===== config.mk =====
export PLATFORM = sky130hd
export DESIGN_NAME = single_wire_sensor_reader
export DESIGN_NICKNAME = d
export VERILOG_FILES = /design/src/design/swr_pkg.sv /design/src/design/single_wire_sensor_reader.sv
export SDC_FILE = /design/constraint.sdc
export NUM_CORES = 1
export LEC_CHECK = 0
export BUFFER_PORTS_ARGS = -buffer_cell sky130_fd_sc_hd__buf_2
export CAP_MARGIN = 30
export CORE_MARGIN = 3
export CORE_UTILIZATION = 43
export CTS_CLUSTER_DIAMETER = 100
export DETAILED_ROUTE_END_ITERATION = 8
export SLEW_MARGIN = 10
export SYNTH_ARGS = -nofsm -noshare
export SYNTH_HDL_FRONTEND = slang
export SYNTH_SLANG_ARGS = --single-unit
export TNS_END_PERCENT = 30

===== constraint.sdc =====
create_clock -name clk -period 5.3 [get_ports clk]
set_clock_uncertainty 0.05 [all_clocks]
set_input_delay 0.795 -clock clk [delete_from_list [all_inputs] [get_ports clk]]
set_output_delay 0.795 -clock clk [all_outputs]
set_load 0.005 [all_outputs]

===== src/design/swr_pkg.sv =====
// ----------------------------------------------------------------------------
// swr_pkg
// Shared types and constants for the single-wire sensor reader.
// ----------------------------------------------------------------------------
package swr_pkg;

  // tick counter width; counter saturates at its all-ones value
  localparam int COUNT_WIDTH = 16;
  localparam int CFG_W       = 16;
  localparam int CFG_IDX_W   = 3;
  localparam int BYTE_W      = 8;
  localparam int BIT_IDX_W   = $clog2(BYTE_W);
  localparam int ACT_W       = 2;
  // compare width wide enough for both the counter and a delay register
  localparam int CMP_W       = (COUNT_WIDTH > CFG_W) ? COUNT_WIDTH : CFG_W;

  typedef logic [CFG_IDX_W-1:0]   cfg_idx_t;
  typedef logic [CFG_W-1:0]       cfg_val_t;
  typedef logic [COUNT_WIDTH-1:0] cnt_t;
  typedef logic [ACT_W-1:0]       action_t;

  // configuration register indexes
  localparam cfg_idx_t REG_START_LOW  = cfg_idx_t'(0);
  localparam cfg_idx_t REG_FIRST_ACK  = cfg_idx_t'(1);
  localparam cfg_idx_t REG_SECOND_ACK = cfg_idx_t'(2);
  localparam cfg_idx_t REG_ACK_TAIL   = cfg_idx_t'(3);
  localparam cfg_idx_t REG_BIT_SAMPLE = cfg_idx_t'(4);

  // reset values of the delay registers
  localparam cfg_val_t RST_START_LOW  = cfg_val_t'(1000);
  localparam cfg_val_t RST_FIRST_ACK  = cfg_val_t'(60);
  localparam cfg_val_t RST_SECOND_ACK = cfg_val_t'(80);
  localparam cfg_val_t RST_ACK_TAIL   = cfg_val_t'(40);
  localparam cfg_val_t RST_BIT_SAMPLE = cfg_val_t'(30);

  // action codes; the unused code behaves as a plain tick
  localparam action_t ACT_TICK  = action_t'(0);
  localparam action_t ACT_START = action_t'(1);
  localparam action_t ACT_RECV  = action_t'(2);

  typedef enum logic [2:0] {
    PH_IDLE,
    PH_START_LOW,
    PH_ACK1,
    PH_ACK2,
    PH_TAIL,
    PH_WAIT_LOW,
    PH_WAIT_HIGH,
    PH_SAMPLE
  } phase_t;

  typedef struct packed {
    logic              drive_low;
    logic              busy_res;
    logic              done_res;
    logic              ack_ok;
    logic [BYTE_W-1:0] byte_value;
  } res_t;

endpackage


===== src/design/single_wire_sensor_reader.sv =====
// ----------------------------------------------------------------------------
// single_wire_sensor_reader
// Master side of a single-wire temperature/humidity sensor link: start pulse,
// two-point acknowledge check and MSB-first byte receive, one tick per word.
// A result word is registered from its accepted tick word into the result register, or into the skid while it is held.
// One tick word per cycle while in_stall is low; the sequencer state updates in one pass.
// A two-entry output stage (result register plus skid) decouples in_stall.
// Reset (rst_n low, synchronous): sequencer idle, flags and byte cleared,
// delay registers return to their defaults, output empty.
// ----------------------------------------------------------------------------
module single_wire_sensor_reader
  import swr_pkg::*;
(
  input  logic                 clk,
  input  logic                 rst_n,
  // configuration
  input  logic                 cfg_we,
  input  logic [CFG_IDX_W-1:0] cfg_idx,
  input  logic [CFG_W-1:0]     cfg_wdata,
  // tick input
  input  logic                 in_valid,
  output logic                 in_stall,
  input  logic [ACT_W-1:0]     in_action,
  input  logic                 in_line_level,
  // result output
  output logic                 out_valid,
  input  logic                 out_stall,
  output logic                 out_drive_low,
  output logic                 out_busy_res,
  output logic                 out_done_res,
  output logic                 out_ack_ok,
  output logic [BYTE_W-1:0]    out_byte_value
);

  localparam cnt_t CNT_MAX = {COUNT_WIDTH{1'b1}};

  // delay registers
  cfg_val_t start_low_r, first_ack_r, second_ack_r, ack_tail_r, bit_sample_r;

  // sequencer state
  phase_t                phase_r, phase_nxt;
  cnt_t                  cnt_r, cnt_nxt;
  logic [BIT_IDX_W-1:0]  bit_r, bit_nxt;
  logic [BYTE_W-1:0]     shift_r, shift_nxt;
  logic                  fas_r, fas_nxt;
  logic                  ack_r, ack_nxt;
  logic                  done_nxt;

  // output stage
  res_t res;
  res_t out_r, skid_r;
  logic out_vld_r, skid_vld_r;

  logic acc_in, out_take;

  // counter path
  cfg_val_t           sel_lim;
  logic               sel_floor;
  cnt_t               cnt_cur, cnt_inc;
  logic [CMP_W-1:0]   lim_eff, lim_ext;
  logic               reached;

  assign in_stall = skid_vld_r;
  assign acc_in   = in_valid & ~skid_vld_r;
  assign out_take = out_vld_r & ~out_stall;

  // ---------------- configuration ----------------
  always_ff @(posedge clk) begin
    if (!rst_n) begin
      start_low_r  <= RST_START_LOW;
      first_ack_r  <= RST_FIRST_ACK;
      second_ack_r <= RST_SECOND_ACK;
      ack_tail_r   <= RST_ACK_TAIL;
      bit_sample_r <= RST_BIT_SAMPLE;
    end else if (cfg_we) begin
      unique case (cfg_idx)
        REG_START_LOW:  start_low_r  <= cfg_wdata;
        REG_FIRST_ACK:  first_ack_r  <= cfg_wdata;
        REG_SECOND_ACK: second_ack_r <= cfg_wdata;
        REG_ACK_TAIL:   ack_tail_r   <= cfg_wdata;
        REG_BIT_SAMPLE: bit_sample_r <= cfg_wdata;
        default: ;
      endcase
    end
  end

  // ---------------- delay select and tick counter ----------------
  always_comb begin
    sel_lim   = start_low_r;
    sel_floor = 1'b1;
    unique case (phase_r)
      PH_IDLE, PH_START_LOW: sel_lim = start_low_r;
      PH_ACK1:               sel_lim = first_ack_r;
      PH_ACK2:               sel_lim = second_ack_r;
      PH_TAIL: begin
        sel_lim   = ack_tail_r;
        sel_floor = 1'b0;
      end
      PH_SAMPLE:             sel_lim = bit_sample_r;
      default:               sel_lim = start_low_r;
    endcase
  end

  always_comb begin
    lim_ext = CMP_W'(sel_lim);
    if (sel_floor && (sel_lim == '0)) begin
      lim_ext = CMP_W'(1);
    end
    // a delay beyond the counter range acts as the counter maximum
    lim_eff = (lim_ext > CMP_W'(CNT_MAX)) ? CMP_W'(CNT_MAX) : lim_ext;
    // a start command counts from zero on its own tick
    cnt_cur = (phase_r == PH_IDLE) ? '0 : cnt_r;
    cnt_inc = (cnt_cur == CNT_MAX) ? cnt_cur : cnt_cur + cnt_t'(1);
    reached = (CMP_W'(cnt_inc) >= lim_eff);
  end

  // ---------------- next state ----------------
  always_comb begin
    phase_nxt = phase_r;
    cnt_nxt   = cnt_r;
    bit_nxt   = bit_r;
    shift_nxt = shift_r;
    fas_nxt   = fas_r;
    ack_nxt   = ack_r;
    done_nxt  = 1'b0;
    unique case (phase_r)
      PH_IDLE: begin
        if (in_action == ACT_START) begin
          ack_nxt = 1'b0;
          if (reached) begin
            phase_nxt = PH_ACK1;
            cnt_nxt   = '0;
          end else begin
            phase_nxt = PH_START_LOW;
            cnt_nxt   = cnt_inc;
          end
        end else if (in_action == ACT_RECV) begin
          phase_nxt = PH_WAIT_LOW;
          cnt_nxt   = '0;
          bit_nxt   = '0;
          shift_nxt = '0;
        end
      end
      PH_START_LOW: begin
        cnt_nxt = cnt_inc;
        if (reached) begin
          phase_nxt = PH_ACK1;
          cnt_nxt   = '0;
        end
      end
      PH_ACK1: begin
        cnt_nxt = cnt_inc;
        if (reached) begin
          fas_nxt   = in_line_level;
          phase_nxt = PH_ACK2;
          cnt_nxt   = '0;
        end
      end
      PH_ACK2: begin
        cnt_nxt = cnt_inc;
        if (reached) begin
          ack_nxt = ~fas_r & in_line_level;
          cnt_nxt = '0;
          if (ack_tail_r == '0) begin
            phase_nxt = PH_IDLE;
            done_nxt  = 1'b1;
          end else begin
            phase_nxt = PH_TAIL;
          end
        end
      end
      PH_TAIL: begin
        cnt_nxt = cnt_inc;
        if (reached) begin
          phase_nxt = PH_IDLE;
          cnt_nxt   = '0;
          done_nxt  = 1'b1;
        end
      end
      PH_WAIT_LOW: begin
        if (!in_line_level) begin
          phase_nxt = PH_WAIT_HIGH;
        end
      end
      PH_WAIT_HIGH: begin
        if (in_line_level) begin
          phase_nxt = PH_SAMPLE;
          cnt_nxt   = '0;
        end
      end
      PH_SAMPLE: begin
        cnt_nxt = cnt_inc;
        if (reached) begin
          shift_nxt = {shift_r[BYTE_W-2:0], in_line_level};
          cnt_nxt   = '0;
          if (bit_r == {BIT_IDX_W{1'b1}}) begin
            bit_nxt   = '0;
            phase_nxt = PH_IDLE;
            done_nxt  = 1'b1;
          end else begin
            bit_nxt   = bit_r + BIT_IDX_W'(1);
            phase_nxt = PH_WAIT_LOW;
          end
        end
      end
      default: phase_nxt = PH_IDLE;
    endcase
  end

  // ---------------- result word ----------------
  always_comb begin
    res.drive_low  = (phase_nxt == PH_START_LOW);
    res.busy_res   = (phase_nxt != PH_IDLE);
    res.done_res   = done_nxt;
    res.ack_ok     = ack_nxt;
    res.byte_value = shift_nxt;
  end

  // ---------------- state registers ----------------
  always_ff @(posedge clk) begin
    if (!rst_n) begin
      phase_r <= PH_IDLE;
      cnt_r   <= '0;
      bit_r   <= '0;
      shift_r <= '0;
      fas_r   <= 1'b0;
      ack_r   <= 1'b0;
    end else if (acc_in) begin
      phase_r <= phase_nxt;
      cnt_r   <= cnt_nxt;
      bit_r   <= bit_nxt;
      shift_r <= shift_nxt;
      fas_r   <= fas_nxt;
      ack_r   <= ack_nxt;
    end
  end

  // ---------------- output register and skid ----------------
  always_ff @(posedge clk) begin
    if (!rst_n) begin
      out_vld_r  <= 1'b0;
      skid_vld_r <= 1'b0;
    end else if (!out_vld_r || out_take) begin
      if (skid_vld_r) begin
        out_vld_r  <= 1'b1;
        skid_vld_r <= 1'b0;
      end else begin
        out_vld_r  <= acc_in;
      end
    end else if (acc_in) begin
      skid_vld_r <= 1'b1;
    end
  end

  always_ff @(posedge clk) begin
    if (!out_vld_r || out_take) begin
      if (skid_vld_r) begin
        out_r <= skid_r;
      end else if (acc_in) begin
        out_r <= res;
      end
    end else if (acc_in) begin
      skid_r <= res;
    end
  end

  assign out_valid      = out_vld_r;
  assign out_drive_low  = out_r.drive_low;
  assign out_busy_res   = out_r.busy_res;
  assign out_done_res   = out_r.done_res;
  assign out_ack_ok     = out_r.ack_ok;
  assign out_byte_value = out_r.byte_value;

endmodule


==> impl_metrics.env <==
export IMPL_outcome="finished clean"
export IMPL_antenna_found_initial=0
export IMPL_postPlaceCellArea_mm2=0.00765
export IMPL_yosys_most_used_dff="dfxtp_1"
export IMPL_hold_ws_ps=405
export IMPL_fmax_ghz=0.200
export IMPL_hpwl_mm=13.8
export IMPL_grt_max_degree=62
export IMPL_r2r_slack_ps=310
export IMPL_clkSinkCount=138
export IMPL_num_antenna_cells=0
export IMPL_die_x_um=136
export IMPL_crit_fanout=14
export IMPL_min_path_type="flip-flop to flip-flop"
export IMPL_r2r_end="out_byte_value[0]"
export IMPL_grt_pass1_vias=6136
export IMPL_cts_max_level=4
export IMPL_holdPathStages=2
export IMPL_setup_slack_ps=307
export IMPL_holdPathEnd="fas_r"
export IMPL_synth_distinct_cells=65
export IMPL_dieArea_mm2=0.0185
export IMPL_synthXorXnorAreaFrac_pct=1.21
export IMPL_r2r_cells=16
export IMPL_p_total_mw=2.57
export IMPL_layout_drive_gt1_share_pct=12.9
export IMPL_vdd_drop_max_mv=0.218
export IMPL_tightest_slew_ps=998
export IMPL_grt_usage_pct=21.9
export IMPL_hold_viol=0
export IMPL_wire_per_inst_um=17.7
export IMPL_setup_violations=0
export IMPL_clock_path_buffers=2
export IMPL_synthTopCellsByCount="219 x nand2_1, 114 x dfxtp_1, 66 x a21boi_0"
export IMPL_cts_root_buf="clkbuf_16"
export IMPL_drc_errors=0
export IMPL_die_h_um=136
export IMPL_synth_most_common_cell="nand2_1"
export IMPL_synth_fa_ha_area_share_pct=3.28
export IMPL_synth_top_area_cell="dfxtp_1"
export IMPL_synthTopCellsByArea="dfxtp_1 31%, nand2_1 11%, edfxtp_1 9.9%, a21boi_0 6.8%, mux2i_1 3.7%"
export IMPL_instances_no_fill=1115
export IMPL_fp_coreArea_mm2=0.0162
export IMPL_cts_tree="yes"
export IMPL_required_ps=5420
export IMPL_min_from="fas_r"
export IMPL_drt_first_pass_iters=5
export IMPL_async_flop_share_pct=0
export IMPL_yosysSeqAreaShare_pct=41.4
export IMPL_yosys_warnings=0
export IMPL_synth_top_family_by_area="simple AND/OR/NAND/NOR gates"
export IMPL_synthCells=859
export IMPL_syn_avg_cell_area_um2=8.44
export IMPL_synthesis_nets=905
export IMPL_antenna_left=0
export IMPL_ioPinCount=41
export IMPL_slew_headroom_pct=32.8
export IMPL_initial_utilization_pct=44.8
export IMPL_rows=46
export IMPL_powerDensity_mw_per_mm2=311
export IMPL_postCtsHoldBufs=0
export IMPL_num_vias=6442
export IMPL_finalCriticalPeriod_ps=4990
export IMPL_fin_setup_tns_ps=0
export IMPL_synth_simple_area_share_pct=23.6
export IMPL_crit_arrival_ps=5120
export IMPL_grt_pass1_wl_mm=32.0
export IMPL_synth_compound_area_share_pct=20.7
export IMPL_nNetsFinal=932
export IMPL_leakage_nw=3.04
export IMPL_final_util_pct=51.1
export IMPL_fillers=1527
export IMPL_gp_routability_congestion=0.942
export IMPL_syn_to_final_growth_pct=14.0
export IMPL_grt_ovfl_total=0
export IMPL_worstSetupPathType="flip-flop to flip-flop"
export IMPL_muxShareOfSynthArea_pct=5.90
export IMPL_fin_area_mm2=0.00827
export IMPL_critPathCaptureType="flip-flop"
export IMPL_worstSetupStartpointType="flip-flop"
export IMPL_port_buffers=40
export IMPL_min_period_over_period_pct=94.2
export IMPL_ys_ff_latch=138
export IMPL_drt_total_wl_mm=19.7
export IMPL_dp_cells=1081
export IMPL_clk_pin_slew_ps=60
export IMPL_vias_per_cell=5.78
export IMPL_clock_latency_ps=420
export IMPL_synth_edf_count=24
export IMPL_cap_violations=0
export IMPL_syn_area_mm2=0.00725
export IMPL_r2r_start="phase_r[0]"
export IMPL_preCtsSetupSlack_ps=259
export IMPL_drt_initial_drc_count=534
export IMPL_synth_top_cell_area_share_pct=31.5
export IMPL_slew_viol_final=0
export IMPL_cts_buffers=17
==> critical path, stage by stage (launching register included) <==
cell     delay [ps]
dfxtp_1         480
or3_1           570
and2_1          250
ha_1            190
nand3_1         180
nor4_1           80
or4_1           590
o21ai_0         280
a21oi_1         120
ha_1            310
nand4_1         170
nor4_1          340
a32oi_1         210
a21oi_1         230
buf_4           240
mux2i_1         140
mux2_2          280
==> worst max-delay path by stage <==
stage / startpoint / end
4_1_cts: phase_r[0] / out_busy_res
6_report: phase_r[0] / out_byte_value[0]
3_3_place_gp: phase_r[0] / bit_r[1]
2_1_floorplan: phase_r[0] / out_drive_low
3_5_place_dp: phase_r[0] / out_busy_res
5_1_grt: phase_r[0] / out_busy_res
==> repair_timing <==
| item | CTS | global route |
|---|---|---|
| hold endpoints to repair | 0 | 0 |
| setup endpoints to repair | 0 | 27 |
| buffers inserted | 0 | 1 |
| resized for setup | 0 | 1 |
==> state kept, by name (all words and copies together) (netlist names), 3 cells and up <==
register / count
shift_r: 8
ack_tail_r: 16
bit_r: 3
out_byte_value: 8
start_low_r: 16
skid_r: 12
second_ack_r: 16
first_ack_r: 16
cnt_r: 16
bit_sample_r: 16
phase_r: 3
==> placed cells by master, fill, tap and decap left out, types with 9 or more instances in the layout <==
master / instances
nand2_1: 219
dfxtp_1: 114
a21boi_0: 66
buf_2: 40
nor2_1: 38
nand3_1: 32
a21oi_1: 30
mux2i_1: 27
buf_4: 24
edfxtp_1: 24
o21ai_0: 22
and2_1: 19
ha_1: 19
clkbuf_16: 18
mux2_2: 14
inv_1: 12
a32o_1: 10
a211oi_1: 9
o221ai_1: 9
o22ai_1: 9
==> power by group <==
part           total, mW  internal (mW)  switching, mW
registers           1.11           1.09         0.0181
logic              0.260         0.0934          0.167
clock network       1.20          0.726          0.475
total               2.57           1.91          0.660
==> layer usage <==
layer | global-route usage (%) | share of wire (%)
met1 | 30.5 | 47
met2 | 34.2 | 45
met3 | 4.15 | 5.6
met4 | 7.84 | 1.8
met5 | 0 | 0
==> logic make-up (layout without fill, tap and decap cells) <==
| group | count (synthesis) | after routing |
|---|---|---|
| XOR/XNOR | 10 | 10 |
| adder cells (fa/ha/maj) | 19 | 19 |
| multiplexers | 41 | 41 |
| AO/OA/AOI/OAI | 208 | 208 |
| AND/OR/NAND/NOR | 374 | 374 |
| buffers and inverters | 69 | 109 |
| flip-flops | 138 | 138 |
==> cell type report <==
class / instances / area (um2) / share of cell area (%)
clock buffers: 20 / 458 / 5.54
clock inverters: 12 / 135 / 1.63
inverters: 13 / 48.8 / 0.590
multi-input cells: 652 / 3970 / 48.0
flip-flops and latches: 138 / 3000 / 36.3
well taps: 216 / 270 / 3.27
repair buffers: 64 / 380 / 4.60
No activity file was read; power rests on OpenSTA's default activity.
